`config.mk`:
```
export PLATFORM = sky130hd
export DESIGN_NAME = calendar_date_adder_core
export DESIGN_NICKNAME = d
export VERILOG_FILES = /design/src/rtl/cda_pkg.sv /design/src/rtl/cda_seq.sv /design/src/rtl/calendar_date_adder_core.sv
export SDC_FILE = /design/constraint.sdc
export NUM_CORES = 1
export LEC_CHECK = 0
export BUFFER_PORTS_ARGS = -buffer_cell sky130_fd_sc_hd__clkbuf_2
export CAP_MARGIN = 20
export CORE_MARGIN = 3
export CORE_UTILIZATION = 62
export DETAILED_ROUTE_END_ITERATION = 8
export PLACE_DENSITY = 0.87
export SYNTH_ARGS = -nofsm -noshare
export SYNTH_HDL_FRONTEND = slang
export SYNTH_HIERARCHICAL = 1
export SYNTH_SLANG_ARGS = --single-unit
```
`constraint.sdc`:
```
create_clock -name aclk -period 7.25 [get_ports aclk]
set_input_delay 0.725 -clock aclk [delete_from_list [all_inputs] [get_ports aclk]]
set_output_delay 0.725 -clock aclk [all_outputs]
set_load 0.05 [all_outputs]
```
`src/rtl/cda_pkg.sv`:
```
package cda_pkg;

    // request opcodes
    localparam logic [1:0] OPC_LOAD   = 2'd0;
    localparam logic [1:0] OPC_YEARS  = 2'd1;
    localparam logic [1:0] OPC_MONTHS = 2'd2;
    localparam logic [1:0] OPC_DAYS   = 2'd3;

    // configuration register indexes
    localparam logic [1:0] REG_DEFAULT_YEAR  = 2'd0;
    localparam logic [1:0] REG_DEFAULT_MONTH = 2'd1;
    localparam logic [1:0] REG_DEFAULT_DAY   = 2'd2;

    localparam int YEAR_MAX = 9999;

    // multiplicative inverse of 25 modulo 2^14, and the divisibility bound
    localparam int INV25       = 7209;
    localparam int INV25_LIMIT = 655;

    // ceil(2^19 / 12), exact for every month total that can occur
    localparam int RECIP12 = 43691;

    localparam int PC_W = 4;

    // entry points and branch targets of the microprogram
    localparam logic [PC_W-1:0] PC_LOAD   = 4'd0;
    localparam logic [PC_W-1:0] PC_YEARS  = 4'd3;
    localparam logic [PC_W-1:0] PC_MONTHS = 4'd6;
    localparam logic [PC_W-1:0] PC_DAYS   = 4'd11;
    localparam logic [PC_W-1:0] PC_DLEAP  = 4'd12;
    localparam logic [PC_W-1:0] PC_DSTEP  = 4'd13;

    typedef enum logic [3:0] {
        OP_NOP,
        OP_LSEL,
        OP_LEAP_LD,
        OP_LCHK,
        OP_YADD,
        OP_LEAP_CUR,
        OP_FEB29,
        OP_MTOT,
        OP_MDIV,
        OP_MAPPLY,
        OP_CLAMP,
        OP_DINIT,
        OP_DSTEP
    } op_t;

    typedef enum logic [1:0] {
        COND_NONE,
        COND_STAY,
        COND_WRAPPED
    } cond_t;

    typedef struct packed {
        op_t             op;
        cond_t           cond;
        logic [PC_W-1:0] target;
        logic            last;
    } ucode_t;

    // datapath conditions seen by the sequencer
    typedef struct packed {
        logic stay;
        logic wrapped;
        logic out_blocked;
    } seq_flags_t;

    // sequencer controls to the datapath
    typedef struct packed {
        logic busy;
        logic exec;
        logic finish;
        op_t  op;
    } seq_ctl_t;

    typedef struct packed {
        logic               ovf;
        logic signed [14:0] year;
    } yp_t;

    function automatic ucode_t uc(input op_t op, input cond_t cond,
                                  input logic [PC_W-1:0] target, input logic last);
        ucode_t w;
        w.op     = op;
        w.cond   = cond;
        w.target = target;
        w.last   = last;
        return w;
    endfunction

    // control store
    function automatic ucode_t cda_rom(input logic [PC_W-1:0] pc);
        ucode_t w;
        unique case (pc)
            4'd0:    w = uc(OP_LSEL,     COND_NONE,    PC_LOAD,  1'b0);
            4'd1:    w = uc(OP_LEAP_LD,  COND_NONE,    PC_LOAD,  1'b0);
            4'd2:    w = uc(OP_LCHK,     COND_NONE,    PC_LOAD,  1'b1);
            4'd3:    w = uc(OP_YADD,     COND_NONE,    PC_LOAD,  1'b0);
            4'd4:    w = uc(OP_LEAP_CUR, COND_NONE,    PC_LOAD,  1'b0);
            4'd5:    w = uc(OP_FEB29,    COND_NONE,    PC_LOAD,  1'b1);
            4'd6:    w = uc(OP_MTOT,     COND_NONE,    PC_LOAD,  1'b0);
            4'd7:    w = uc(OP_MDIV,     COND_NONE,    PC_LOAD,  1'b0);
            4'd8:    w = uc(OP_MAPPLY,   COND_NONE,    PC_LOAD,  1'b0);
            4'd9:    w = uc(OP_LEAP_CUR, COND_NONE,    PC_LOAD,  1'b0);
            4'd10:   w = uc(OP_CLAMP,    COND_NONE,    PC_LOAD,  1'b1);
            4'd11:   w = uc(OP_DINIT,    COND_NONE,    PC_LOAD,  1'b0);
            4'd12:   w = uc(OP_LEAP_CUR, COND_NONE,    PC_LOAD,  1'b0);
            4'd13:   w = uc(OP_DSTEP,    COND_STAY,    PC_DSTEP, 1'b0);
            4'd14:   w = uc(OP_NOP,      COND_WRAPPED, PC_DLEAP, 1'b1);
            default: w = uc(OP_NOP,      COND_NONE,    PC_LOAD,  1'b1);
        endcase
        return w;
    endfunction

    function automatic logic [PC_W-1:0] cda_entry(input logic [1:0] opcode);
        logic [PC_W-1:0] pc;
        unique case (opcode)
            OPC_LOAD:   pc = PC_LOAD;
            OPC_YEARS:  pc = PC_YEARS;
            OPC_MONTHS: pc = PC_MONTHS;
            default:    pc = PC_DAYS;
        endcase
        return pc;
    endfunction

    // leap test on the magnitude: by 4 and not by 100, or by 400
    function automatic logic is_leap(input logic signed [14:0] y);
        logic [14:0] mag;
        logic [26:0] prod;
        logic        div4;
        logic        div16;
        logic        div25;
        mag   = y[14] ? 15'(-y) : 15'(y);
        prod  = {13'b0, mag[13:0]} * 27'(INV25);
        div4  = (mag[1:0] == 2'b00);
        div16 = (mag[3:0] == 4'b0000);
        div25 = (prod[13:0] <= 14'(INV25_LIMIT));
        return div4 && (!div25 || div16);
    endfunction

    function automatic logic [4:0] days_in(input logic [3:0] m, input logic leap);
        logic [4:0] len;
        unique case (m)
            4'd2:                     len = leap ? 5'd29 : 5'd28;
            4'd4, 4'd6, 4'd9, 4'd11:  len = 5'd30;
            default:                  len = 5'd31;
        endcase
        return len;
    endfunction

    // year plus n, skipping year zero, saturating at the top year
    function automatic yp_t year_plus(input logic signed [14:0] y, input logic [16:0] n);
        logic signed [17:0] t;
        yp_t                r;
        t = $signed({{3{y[14]}}, y}) + $signed({1'b0, n});
        if (y[14] && !t[17]) begin
            t = t + 18'sd1;
        end
        if (t > 18'(YEAR_MAX)) begin
            r.year = 15'(YEAR_MAX);
            r.ovf  = 1'b1;
        end else begin
            r.year = t[14:0];
            r.ovf  = 1'b0;
        end
        return r;
    endfunction

endpackage

```
`src/rtl/cda_seq.sv`:
```
module cda_seq (
    input  logic                  aclk,
    input  logic                  aresetn,
    input  logic                  start,
    input  logic [1:0]            start_opcode,
    input  cda_pkg::seq_flags_t   flags,
    output cda_pkg::seq_ctl_t     ctl
);
    import cda_pkg::*;

    logic [PC_W-1:0] pc_reg, pc_next;
    logic            busy_reg, busy_next;
    ucode_t          word;
    logic            take;
    logic            retire;
    logic            stall;

    assign word = cda_rom(pc_reg);

    always_comb begin
        unique case (word.cond)
            COND_STAY:    take = flags.stay;
            COND_WRAPPED: take = flags.wrapped;
            default:      take = 1'b0;
        endcase
    end

    assign retire = busy_reg && word.last && !take;
    // the last step waits while the previous result is still unclaimed
    assign stall  = retire && flags.out_blocked;

    assign ctl.busy   = busy_reg;
    assign ctl.exec   = busy_reg && !stall;
    assign ctl.finish = retire && !flags.out_blocked;
    assign ctl.op     = word.op;

    always_comb begin
        pc_next   = pc_reg;
        busy_next = busy_reg;
        if (start) begin
            pc_next   = cda_entry(start_opcode);
            busy_next = 1'b1;
        end else if (busy_reg && !stall) begin
            if (take) begin
                pc_next = word.target;
            end else if (retire) begin
                busy_next = 1'b0;
            end else begin
                pc_next = pc_reg + 1'b1;
            end
        end
    end

    always_ff @(posedge aclk) begin
        if (!aresetn) begin
            pc_reg   <= PC_LOAD;
            busy_reg <= 1'b0;
        end else begin
            pc_reg   <= pc_next;
            busy_reg <= busy_next;
        end
    end

endmodule

```
`src/rtl/calendar_date_adder_core.sv`:
```
// Gregorian date adder. Holds one date and takes one request at a time on the
// s_ channel (valid/ready): load a date, or add years, months or days. Each
// request returns exactly one result on the m_ channel: the stored date after
// the step with the date_rejected and year_overflow flags.
// Defaults for zero load fields sit in three APB registers (0x0 year, 0x4
// month, 0x8 day); write them only while no request is in flight.
// A load runs the steps LSEL, LEAP_LD, LCHK; a year add YADD, LEAP_CUR, FEB29;
// a month add MTOT, MDIV, MAPPLY, LEAP_CUR, CLAMP; a day add DINIT, LEAP_CUR,
// then DSTEP once per month carried through the shared month-length step, back
// through LEAP_CUR at each year boundary, and a final NOP before the result.
// s_ready is high whenever no request is being worked on; a finished result
// waits in the m_ output register and the next request can be taken meanwhile,
// from the same cycle in which the result appears.
// If the receiver stalls, the following request runs up to its final step and
// holds there until the waiting result is taken.
// After aresetn the date is 1970-01-01, the defaults are 1970/1/1 and no
// result is pending.
module calendar_date_adder_core (
    input  logic               aclk,
    input  logic               aresetn,
    input  logic               psel,
    input  logic               penable,
    input  logic               pwrite,
    input  logic [3:0]         paddr,
    input  logic [31:0]        pwdata,
    output logic [31:0]        prdata,
    output logic               pready,
    input  logic               s_valid,
    output logic               s_ready,
    input  logic [1:0]         s_opcode,
    input  logic signed [14:0] s_load_year,
    input  logic [3:0]         s_load_month,
    input  logic [4:0]         s_load_day,
    input  logic [15:0]        s_amount,
    output logic               m_valid,
    input  logic               m_ready,
    output logic signed [14:0] m_year,
    output logic [3:0]         m_month,
    output logic [4:0]         m_day,
    output logic               m_date_rejected,
    output logic               m_year_overflow
);
    import cda_pkg::*;

    seq_ctl_t   ctl;
    seq_flags_t flags;
    logic       accept;
    logic       cfg_wr;

    logic signed [14:0] dflt_year_reg;
    logic [3:0]         dflt_month_reg;
    logic [4:0]         dflt_day_reg;

    logic signed [14:0] yr_reg, yr_next;
    logic [3:0]         mon_reg, mon_next;
    logic [4:0]         day_reg, day_next;
    logic signed [14:0] ly_reg, ly_next;
    logic [3:0]         lm_reg, lm_next;
    logic [4:0]         ld_reg, ld_next;
    logic [15:0]        amt_reg, amt_next;
    logic [16:0]        acc_reg, acc_next;
    logic [12:0]        q_reg, q_next;
    logic               leap_reg, leap_next;
    logic               wrap_reg, wrap_next;
    logic               bad_reg, bad_next;
    logic               ovf_reg, ovf_next;

    logic               m_valid_reg, m_valid_next;
    logic signed [14:0] m_year_reg;
    logic [3:0]         m_month_reg;
    logic [4:0]         m_day_reg;
    logic               m_bad_reg;
    logic               m_ovf_reg;

    logic [4:0]         len;
    logic               fit;
    logic [16:0]        yp_n;
    yp_t                yp;
    logic [32:0]        prod;
    logic [16:0]        rem;
    logic               ld_valid;

    assign accept = s_valid && s_ready;
    assign s_ready = !ctl.busy;
    assign cfg_wr = psel && penable && pwrite && pready;
    assign pready = 1'b1;

    always_comb begin
        unique case (paddr[3:2])
            REG_DEFAULT_YEAR:  prdata = {{17{dflt_year_reg[14]}}, dflt_year_reg};
            REG_DEFAULT_MONTH: prdata = {28'b0, dflt_month_reg};
            REG_DEFAULT_DAY:   prdata = {27'b0, dflt_day_reg};
            default:           prdata = 32'b0;
        endcase
    end

    always_ff @(posedge aclk) begin
        if (!aresetn) begin
            dflt_year_reg  <= 15'sd1970;
            dflt_month_reg <= 4'd1;
            dflt_day_reg   <= 5'd1;
        end else if (cfg_wr) begin
            unique case (paddr[3:2])
                REG_DEFAULT_YEAR:  dflt_year_reg  <= pwdata[14:0];
                REG_DEFAULT_MONTH: dflt_month_reg <= pwdata[3:0];
                REG_DEFAULT_DAY:   dflt_day_reg   <= pwdata[4:0];
                default: ;
            endcase
        end
    end

    cda_seq u_seq (
        .aclk         (aclk),
        .aresetn      (aresetn),
        .start        (accept),
        .start_opcode (s_opcode),
        .flags        (flags),
        .ctl          (ctl)
    );

    assign len  = days_in(mon_reg, leap_reg);
    assign fit  = (acc_reg <= {12'b0, len});
    assign prod = {16'b0, acc_reg} * 33'(RECIP12);
    assign rem  = acc_reg - ({1'b0, q_reg, 3'b0} + {2'b0, q_reg, 2'b0});

    assign ld_valid = (ly_reg != 15'sd0) && (ly_reg <= 15'sd9999) && (ly_reg >= -15'sd9999)
                   && (lm_reg >= 4'd1) && (lm_reg <= 4'd12)
                   && (ld_reg >= 5'd1) && (ld_reg <= days_in(lm_reg, leap_reg));

    // one shared year adder: amount, whole years of a month add, or a single carry
    always_comb begin
        unique case (ctl.op)
            OP_YADD:   yp_n = {1'b0, amt_reg};
            OP_MAPPLY: yp_n = {4'b0, q_reg};
            default:   yp_n = 17'd1;
        endcase
    end
    assign yp = year_plus(yr_reg, yp_n);

    assign flags.stay        = !fit && (mon_reg != 4'd12);
    assign flags.wrapped     = wrap_reg;
    assign flags.out_blocked = m_valid_reg && !m_ready;

    always_comb begin
        yr_next   = yr_reg;
        mon_next  = mon_reg;
        day_next  = day_reg;
        ly_next   = ly_reg;
        lm_next   = lm_reg;
        ld_next   = ld_reg;
        amt_next  = amt_reg;
        acc_next  = acc_reg;
        q_next    = q_reg;
        leap_next = leap_reg;
        wrap_next = wrap_reg;
        bad_next  = bad_reg;
        ovf_next  = ovf_reg;
        if (accept) begin
            ly_next  = s_load_year;
            lm_next  = s_load_month;
            ld_next  = s_load_day;
            amt_next = s_amount;
            bad_next = 1'b0;
            ovf_next = 1'b0;
        end else if (ctl.exec) begin
            unique case (ctl.op)
                OP_LSEL: begin
                    if (ly_reg == 15'sd0) ly_next = dflt_year_reg;
                    if (lm_reg == 4'd0)   lm_next = dflt_month_reg;
                    if (ld_reg == 5'd0)   ld_next = dflt_day_reg;
                end
                OP_LEAP_LD: begin
                    leap_next = is_leap(ly_reg);
                end
                OP_LCHK: begin
                    if (ld_valid) begin
                        yr_next  = ly_reg;
                        mon_next = lm_reg;
                        day_next = ld_reg;
                    end else begin
                        bad_next = 1'b1;
                    end
                end
                OP_YADD: begin
                    yr_next  = yp.year;
                    ovf_next = ovf_reg | yp.ovf;
                end
                OP_LEAP_CUR: begin
                    leap_next = is_leap(yr_reg);
                end
                OP_FEB29: begin
                    if (mon_reg == 4'd2 && day_reg == 5'd29 && !leap_reg) begin
                        mon_next = 4'd3;
                        day_next = 5'd1;
                    end
                end
                OP_MTOT: begin
                    acc_next = {13'b0, mon_reg - 4'd1} + {1'b0, amt_reg};
                end
                OP_MDIV: begin
                    q_next = prod[31:19];
                end
                OP_MAPPLY: begin
                    mon_next = rem[3:0] + 4'd1;
                    yr_next  = yp.year;
                    ovf_next = ovf_reg | yp.ovf;
                end
                OP_CLAMP: begin
                    if (day_reg > len) day_next = len;
                end
                OP_DINIT: begin
                    acc_next = {12'b0, day_reg} + {1'b0, amt_reg};
                end
                OP_DSTEP: begin
                    if (fit) begin
                        day_next  = acc_reg[4:0];
                        wrap_next = 1'b0;
                    end else begin
                        acc_next = acc_reg - {12'b0, len};
                        if (mon_reg == 4'd12) begin
                            // year boundary: leap flag is refreshed before the next month
                            mon_next  = 4'd1;
                            yr_next   = yp.year;
                            ovf_next  = ovf_reg | yp.ovf;
                            wrap_next = 1'b1;
                        end else begin
                            mon_next  = mon_reg + 4'd1;
                            wrap_next = 1'b0;
                        end
                    end
                end
                default: ;
            endcase
        end
    end

    always_ff @(posedge aclk) begin
        if (!aresetn) begin
            yr_reg   <= 15'sd1970;
            mon_reg  <= 4'd1;
            day_reg  <= 5'd1;
            wrap_reg <= 1'b0;
        end else begin
            yr_reg   <= yr_next;
            mon_reg  <= mon_next;
            day_reg  <= day_next;
            wrap_reg <= wrap_next;
        end
    end

    always_ff @(posedge aclk) begin
        ly_reg   <= ly_next;
        lm_reg   <= lm_next;
        ld_reg   <= ld_next;
        amt_reg  <= amt_next;
        acc_reg  <= acc_next;
        q_reg    <= q_next;
        leap_reg <= leap_next;
        bad_reg  <= bad_next;
        ovf_reg  <= ovf_next;
    end

    // result register
    always_comb begin
        m_valid_next = m_valid_reg;
        if (ctl.finish) begin
            m_valid_next = 1'b1;
        end else if (m_ready) begin
            m_valid_next = 1'b0;
        end
    end

    always_ff @(posedge aclk) begin
        if (!aresetn) begin
            m_valid_reg <= 1'b0;
        end else begin
            m_valid_reg <= m_valid_next;
        end
    end

    always_ff @(posedge aclk) begin
        if (ctl.finish) begin
            m_year_reg  <= yr_next;
            m_month_reg <= mon_next;
            m_day_reg   <= day_next;
            m_bad_reg   <= bad_next;
            m_ovf_reg   <= ovf_next;
        end
    end

    assign m_valid         = m_valid_reg;
    assign m_year          = m_year_reg;
    assign m_month         = m_month_reg;
    assign m_day           = m_day_reg;
    assign m_date_rejected = m_bad_reg;
    assign m_year_overflow = m_ovf_reg;

endmodule

```
==> results of run 1 <==
-- cell families after synthesis --
| family | after synthesis |
|---|---|
| buffers and inverters | 349 |
| XOR/XNOR | 122 |
| other | 1 |
| multiplexers | 28 |
| AO/OA/AOI/OAI | 366 |
| adder cells (fa/ha/maj) | 365 |
| AND/OR/NAND/NOR | 510 |
| flip-flops | 162 |
-- layer usage --
layer | track usage, % | vias to the layer above
li1 | - | 6740
met1 | 40.47 | 6924
met2 | 48.75 | 685
met3 | 3.888 | 98
met4 | 8.546 | 0
met5 | 0 | -
-- worst min-delay path by stage --
stage,start,end,depth (start not counted)
3_5_place_dp,ovf_reg,ovf_reg,2
6_report,s_amount[9],amt_reg[9],1
5_1_grt,s_amount[9],amt_reg[9],1
2_1_floorplan,ovf_reg,ovf_reg,2
4_1_cts,s_amount[8],amt_reg[8],1
3_3_place_gp,dflt_year_reg[14],dflt_year_reg[14],2
-- power by group --
| part | leakage [nW] | internal, mW | total [mW] | switching (mW) |
|---|---|---|---|---|
| clock | 0.297 | 0.497 | 0.943 | 0.446 |
| sequential | 1.42 | 1.04 | 1.10 | 0.0619 |
| combinational | 7.20 | 0.712 | 1.69 | 0.983 |
| total | 8.92 | 2.25 | 3.74 | 1.49 |
-- final cells by class --
class / count / area (µm²)
inverter: 275 / 1032
clock inverter: 15 / 186.4
multi-input combinational: 1392 / 11890
clock buffer: 17 / 425.4
tap: 372 / 465.4
sequential: 162 / 4214
timing repair buffer: 138 / 723.2
fill: 2091 / 8389
-- through the flow --
step / cells / hold WS, ps / instance area [µm²]
after floorplan: 1903 / 426.6 / 17510
after global placement: 2338 / 454.1 / 18320
after detailed placement: 2338 / 455.6 / 18320
after CTS: 2370 / 439.2 / 18930
after global routing: 2371 / 443.7 / 18940
final: 2371 / 448.1 / 18940
-- placed cells by master (no fill, tap or decap), types with 7 or more instances in the layout --
master,synthesis,routed
edfxtp_1,97,97
o22ai_1,8,8
xnor2_1,87,87
or2_2,8,8
o21a_1,20,20
nor2_1,92,92
or3_1,13,13
nor3_1,26,26
buf_4,23,13
inv_1,274,274
clkbuf_2,0,125
o21bai_1,8,8
and3_1,17,17
nand4_1,17,17
o21ai_0,80,79
and2_1,27,27
o221ai_1,7,7
ha_1,252,252
a21oi_1,80,80
nor4_1,12,12
mux2i_1,27,27
dfxtp_1,65,65
xor2_1,32,32
fa_1,113,113
a31oi_1,12,12
nand2_1,178,178
a22o_1,20,20
a211oi_1,11,11
o31ai_1,8,8
clkbuf_16,0,17
nand3_1,39,39
nand2b_1,20,20
a22oi_1,8,8
a221oi_1,11,11
a21o_1,16,16
o211ai_1,9,9
nor2b_1,18,18
==> flow_summary.ini, run 1 <==
[layout]
syn_to_final_growth_pct = 8.153
finalNetCount = 2436
largest_reg_flops = 17
final_util_pct = 69.30
antenna_cells = 0
drive_gt1_share_pct = 10.66

[floorplan]
fp.coreArea_um2 = 27330
die_h_um = 174.1
core.rowCount = 60
pin_count = 146
die_area_um2 = 30290
die_x_um = 174.1
start_util_pct = 64.08

[logic_synthesis]
synthMostInstantiatedCell = inv_1
synth.avg_cell_area_um2 = 9.201
mappedNetlistArea_um2 = 17510
yosysTopAreaCell = ha_1
yosys_warnings = 6
yosys.area_share.xor_xnor_pct = 6.303
synth_top_family_by_area = adder cells
synthDistinctLibCells = 100
synth.area.mux_share_pct = 1.608
synth_async_sr_flop_share_pct = 0
syn-num-nets = 2353
ys_top_cells_by_area = ha_1 18%, edfxtp_1 17%, fa_1 13%
syn-instance-count = 1903
synth_edf_count = 97
yosys.area_share.simple_pct = 14.68
yosysSeqAreaShare_pct = 24.07
synth_fa_ha_area_share_pct = 30.93
synth_flop_cell = edfxtp_1
synthTopCellsByCount = 274 x inv_1, 252 x ha_1, 178 x nand2_1
synth_compound_area_share_pct = 14.34
yosysTopAreaCellShare_pct = 18.01
ys_ff_latch = 162

[critical_path]
critPathLaunchType = flop
worstPathRequired_ps = 7450
path_max_fanout = 9
endpoint = q_reg[12]
reg2reg_from = acc_reg[1]
cp-end-kind = flop
crit_family = adder cells
arrival_ps = 6740
regToRegSetupSlack_ps = 710
r2r_cells = 18
critical_path_buf_inv_count = 2
cp-startpoint = acc_reg[1]
r2r_end = q_reg[12]
cp_slowest_cell = edfxtp_1
max_stage_delay_ps = 600
cp_common_cell = fa_1
cp.depth = 18
critPathKind = flop to flop
crit_chain = ha_1 -> inv_1 -> fa_1 -> fa_1 -> inv_1 -> fa_1 -> fa_1 -> fa_1 -> ha_1 -> and4_1 -> a221oi_1 -> o221ai_1 -> a21oi_1 -> o21a_1 -> o21ai_0 -> o41a_1 -> a21oi_1 -> xnor2_1

[clock_tree]
postCtsHoldBufs = 0
clock-sinks = 162
clk_latency_ps = 450
cts_buffers = 17
cts_root_buf = clkbuf_16
cts_resized = 0
cts_tree = done
cts_max_level = 4
path_clk_slew_ps = 80
clk_path_buf_depth = 2
cts_setup_buffers = 0

[detailed_routing]
firstDrtPassIters = 6
drtIter0Drc = 1589
highest_layer = met4
met2_length_um = 21270
met1_length_um = 18530
wire_per_inst_um = 18.81
vias_per_cell = 6.093
wl_met3_um = 3730
drc = 0
antenna_left = 0
vias = 14450
routed_wirelength_um = 44600

[grt]
grt_usage_pct = 29.38
grt_pass1_vias = 14270
grt_pass1_wl_um = 72660
antenna_found_initial = 0
gr-total-overflow = 0
grt_max_degree = 33

[placed_design]
place_congestion = 0.9687
numPortBuffers = 125
hpwlAfterDp_um = 35620
place_ws_ps = 718.3

[timing]
setup_violations = 0
fin_setup_tns_ps = 0
rsz0062_at_grt = no
worst-slew-pin-transition_ps = 1060
fin_crit_sh_pct = 90.21
clock.fmax_ghz = 0.1529
period_minus_slack_ps = 6540
relSlewSlack_pct = 29.33
hold_viol_final = 0
fin_ws_ps = 709.6
skew_ps = 14.93
final_max_slew_viol_count = 0

[power]
ir_drop_mv = 0.1682
totalPowerFinal_mw = 3.742
leakagePower_nw = 8.921
p_per_area_nw_per_um2 = 197.6

[worst_hold_path]
holdCritPathClass = primary input to flop

[run]
maxCapViolations = 0

[outcome]
outcome = complete, no violations
(Power assumes the default switching activity.)
==> run 2: changes to the inputs <==
--- a/config.mk
+++ b/config.mk
@@ -11,6 +11,7 @@
 export CORE_UTILIZATION = 62
 export DETAILED_ROUTE_END_ITERATION = 8
 export PLACE_DENSITY = 0.87
+export RECOVER_POWER = 25
 export SYNTH_ARGS = -nofsm -noshare
 export SYNTH_HDL_FRONTEND = slang
 export SYNTH_HIERARCHICAL = 1
==> flow_summary.ini, run 2 (same netlist as run 1, synthesis figures left out) <==
[detailed_routing]
met1_length_um = 18620
drtIter0Drc = 1494
antenna_left = 0
highest_layer = met4
wl_met3_um = 3586
drc = 0
wire_per_inst_um = 18.83
vias_per_cell = 6.107
routed_wirelength_um = 44650
firstDrtPassIters = 6
vias = 14480
met2_length_um = 21270

[timing]
final_max_slew_viol_count = 33
worst-slew-pin-transition_ps = 1634
clock.fmax_ghz = 0.1528
rsz0062_at_grt = no
fin_setup_tns_ps = 0
relSlewSlack_pct = -8.956
skew_ps = 17.55
period_minus_slack_ps = 6545
fin_crit_sh_pct = 90.28
setup_violations = 0
hold_viol_final = 0

[clock_tree]
cts_buffers = 17
cts_tree = done
cts_root_buf = clkbuf_16
path_clk_slew_ps = 80
postCtsHoldBufs = 0
clk_latency_ps = 440
cts_resized = 0
clk_path_buf_depth = 2
clock-sinks = 162
cts_max_level = 4
cts_setup_buffers = 0

[layout]
finalNetCount = 2436
final_util_pct = 69.14
final_common_cell = inv_1
drive_gt1_share_pct = 9.005
mostFrequentLayoutCells = 274 x inv_1, 252 x ha_1, 178 x nand2_1
final_cells = 2371
largest_reg_flops = 17
syn_to_final_growth_pct = 7.903
num-fill-cells = 2111
antenna_cells = 0

[critical_path]
arrival_ps = 6740
critPathLaunchType = flop
r2r_end = q_reg[12]
worstPathRequired_ps = 7450
path_max_fanout = 9
endpoint = q_reg[12]
cp-end-kind = flop
cp-startpoint = acc_reg[1]
regToRegSetupSlack_ps = 700
critPathKind = flop to flop
reg2reg_from = acc_reg[1]
r2r_cells = 18

[power]
switching_share_pct = 39.87
ir_drop_mv = 0.1659
leakagePower_nw = 8.824
p_comb_share_pct = 45.3
intPower_mw = 2.249
totalPowerFinal_mw = 3.740
p_seq_share_pct = 29.5
pwr-share-clk_pct = 25.2
switching_power_mw = 1.491
p_per_area_nw_per_um2 = 198.0

[floorplan]
die_x_um = 174.1
die_area_um2 = 30290
core.rowCount = 60
start_util_pct = 64.08
pin_count = 146
fp.coreArea_um2 = 27330
die_h_um = 174.1

[grt]
grt_pass1_vias = 14270
grt_pass1_wl_um = 72660
grt_max_degree = 33
gr-total-overflow = 0
grt_usage_pct = 29.38
antenna_found_initial = 0

[placed_design]
numPortBuffers = 125
hpwlAfterDp_um = 35620
place_congestion = 0.9687
dp.cells = 2338

[run]
maxCapViolations = 1

[worst_hold_path]
holdCritPathClass = primary input to flop

[outcome]
failed_checks = capacitance limit, slew limit
outcome = complete, but fails checks
-- run 2: cell count changes in the layout (fill, tap and decap cells not counted) --
cell	delta
buf_4	-1
clkbuf_2	-32
clkbuf_1	+33
-- run 2: through the flow --
step           setup slack (ps)  cell area (µm²)  hold slack [ps]
6_report                  704.9            18890            452.1
5_1_grt                   407.3            18890            443.7
4_1_cts                   706.2            18930            439.2
3_5_place_dp              718.3            18320            455.6
3_3_place_gp              814.7            18320            454.1
2_1_floorplan              1413            17510            426.6
-- run 2: cell type report --
class                   count  area [µm²]  share of cell area, %
flip-flops and latches    162        4214                  22.30
repair buffers            138       679.4                  3.596
well taps                 372       465.4                  2.464
clock inverters            15       186.4                 0.9868
inverters                 275        1032                  5.464
clock buffers              17       425.4                  2.252
multi-input cells        1392       11890                  62.93
-- run 2: how the worst min path moves through the flow --
stage / start / endpoint / cells after the start
detailed placement: ovf_reg / ovf_reg / 2
finish: s_amount[9] / amt_reg[9] / 1
CTS: s_amount[8] / amt_reg[8] / 1
floorplan: ovf_reg / ovf_reg / 2
global placement: dflt_year_reg[14] / dflt_year_reg[14] / 2
global route: s_amount[9] / amt_reg[9] / 1
-- run 2: per-layer routing --
layer / global-route usage, % / vias up
met3: 3.888 / 115
met2: 48.75 / 696
met1: 40.47 / 6926
li1: - / 6743
met4: 8.546 / 0
met5: 0 / -
-- run 2: power by group through the flow --
stage	registers, mW	logic (mW)	clock network [mW]
floorplan	1.12	1.26	0
global placement	1.12	1.57	0
detailed placement	1.12	1.67	0
CTS	1.10	1.69	0.944
global route	1.11	1.89	0.980
finish	1.10	1.69	0.942
-- run 2: worst max-delay path, cell delays in order, from the launching register on --
cell and delay [ps]:
edfxtp_1 600, ha_1 520, inv_1 90, fa_1 490, fa_1 550, inv_1 50, fa_1 500, fa_1 520
fa_1 490, ha_1 320, and4_1 210, a221oi_1 350, o221ai_1 270, a21oi_1 280, o21a_1 210, o21ai_0 190
o41a_1 390, a21oi_1 190, xnor2_1 80
==> run 3: changes to the inputs <==
--- a/config.mk
+++ b/config.mk
@@ -8,10 +8,11 @@
 export BUFFER_PORTS_ARGS = -buffer_cell sky130_fd_sc_hd__clkbuf_2
 export CAP_MARGIN = 20
 export CORE_MARGIN = 3
-export CORE_UTILIZATION = 62
+export CORE_UTILIZATION = 56
 export DETAILED_ROUTE_END_ITERATION = 8
-export PLACE_DENSITY = 0.87
+export PLACE_DENSITY = 0.83
 export RECOVER_POWER = 25
+export SLEW_MARGIN = 5
 export SYNTH_ARGS = -nofsm -noshare
 export SYNTH_HDL_FRONTEND = slang
 export SYNTH_HIERARCHICAL = 1
==> constraint.sdc (replaced) <==
create_clock -name aclk -period 5.85 [get_ports aclk]
set_input_delay 0.585 -clock aclk [delete_from_list [all_inputs] [get_ports aclk]]
set_output_delay 0.585 -clock aclk [all_outputs]
set_load 0.05 [all_outputs]
==> flow_summary.ini, run 3 (same netlist as run 1, synthesis figures left out) <==
[grt]
antenna_found_initial = 0
grt_usage_pct = 27.46
grt_pass1_vias = 14870
gr-total-overflow = 0
grt_max_degree = 33
grt_pass1_wl_um = 74600

[floorplan]
fp.coreArea_um2 = 30670
start_util_pct = 57.09
core.rowCount = 64
die_area_um2 = 33430
pin_count = 146
die_h_um = 182.8
die_x_um = 182.8

[layout]
final_util_pct = 64.98
syn_to_final_growth_pct = 13.82
seq_area_um2 = 4214
drive_gt1_share_pct = 14.49
multiInputGateArea_um2 = 12140
final_cell_area_um2 = 19930
final_common_cell = inv_1
finalNetCount = 2535
largest_reg_flops = 17
antenna_cells = 0
num-fill-cells = 2405
mostFrequentLayoutCells = 273 x inv_1, 235 x ha_1, 178 x nand2_1

[outcome]
failed_checks = capacitance limit, slew limit
outcome = complete, but fails checks

[timing]
setup_violations = 0
clock.fmax_ghz = 0.1762
period_minus_slack_ps = 5675
final_max_slew_viol_count = 33
relSlewSlack_pct = -9.610
worst-slew-pin-transition_ps = 1644
skew_ps = 15.09
fin_crit_sh_pct = 97.00
hold_viol_final = 0
fin_ws_ps = 175.2

[clock_tree]
clock-sinks = 162
clk_latency_ps = 430
cts_buffers = 17
cts_root_buf = clkbuf_16
cts_max_level = 4
path_clk_slew_ps = 80
cts_tree = done
clk_path_buf_depth = 2

[detailed_routing]
drtIter0Drc = 1614
vias = 14800
vias_per_cell = 5.936
firstDrtPassIters = 8
wire_per_inst_um = 18.67
routed_wirelength_um = 46560
antenna_left = 0
drc = 0

[placed_design]
hpwlAfterDp_um = 37540
numPortBuffers = 125
post_dp_cell_area_um2 = 18970
place_congestion = 0.9773
place_ws_ps = -246.8

[power]
p_per_area_nw_per_um2 = 238.7
switching_share_pct = 38.23
totalPowerFinal_mw = 4.757
switching_power_mw = 1.818
p_comb_share_pct = 46.5
leakagePower_nw = 9.302
pwr-share-clk_pct = 25.0
intPower_mw = 2.938
ir_drop_mv = 0.1970
p_seq_share_pct = 28.5

[critical_path]
arrival_ps = 5860
cp-end-kind = flop
regToRegSetupSlack_ps = 180
critPathKind = flop to flop
path_max_fanout = 4
r2r_cells = 21
worstPathRequired_ps = 6030
critPathLaunchType = flop

[run]
maxCapViolations = 1

[worst_hold_path]
min_path_cells = 1
holdCritPathClass = primary input to flop
-- run 3: cell types whose count changed in the layout (fill, tap and decap cells not counted), sizes merged --
cell    before  now
buf         12  112
bufinv       1    3
clkbuf     143  142
clkinv       6    4
-- run 3: what timing repair did --
action                                  CTS  global route
endpoints found under the hold margin     0             0
endpoints found under the setup margin    4            19
hold buffers                              0             0
gates resized for setup                   5            35
pin swaps                                 2            25
buffers inserted                          2            15
-- run 3: worst paths after layout --
check	to	startpoint
min	amt_reg[8]	s_amount[8]
min reg2reg	dflt_year_reg[12]	dflt_year_reg[12]
max reg2reg	q_reg[12]	acc_reg[6]
max	q_reg[12]	acc_reg[6]
-- run 3: final cells by class --
type / count / area share (%)
multi-input combinational: 1392 / 60.93
sequential: 162 / 21.15
timing repair buffer: 237 / 7.163
clock inverter: 15 / 0.9606
inverter: 275 / 5.180
tap: 396 / 2.486
clock buffer: 17 / 2.135
-- run 3: power by group through the flow --
stage	Clock, mW	Combinational, mW	Sequential (mW)
floorplan	0	1.56	1.39
global placement	0	2.01	1.38
detailed placement	0	2.11	1.38
CTS	1.19	2.15	1.35
global route	1.24	2.49	1.36
finish	1.19	2.21	1.36
-- run 3: per-layer routing --
metal | vias to the layer above | global-route usage (%) | routed length [µm]
met2 | 667 | 46.43 | 22120
met1 | 7085 | 36.78 | 19690
met4 | 0 | 9.072 | 1556
met3 | 115 | 3.570 | 3190
li1 | 6937 | - | -
met5 | - | 0 | 0
-- run 3: worst max-delay path: stages, from the launching register on --
cell and delay, ps:
edfxtp_1 520, ha_4 340, ha_1 150, inv_1 50, fa_1 520, inv_1 50
fa_1 470, inv_1 60, fa_1 540, inv_1 50, fa_1 530, ha_4 220
a21o_1 150, a21o_1 180, a221oi_2 250, o221ai_2 190, a21oi_2 220, o21a_1 190
o21ai_2 80, o41a_1 450, a21oi_2 150, xnor2_1 70
-- run 3: through the flow --
step	cells	TNS [ps]	hold WS (ps)
2_1_floorplan	1903	0	426.6
3_3_place_gp	2445	-152.2	456.8
3_5_place_dp	2445	-599.4	458.5
4_1_cts	2479	0	319.0
5_1_grt	2494	-20.23	315.3
6_report	2494	0	328.0
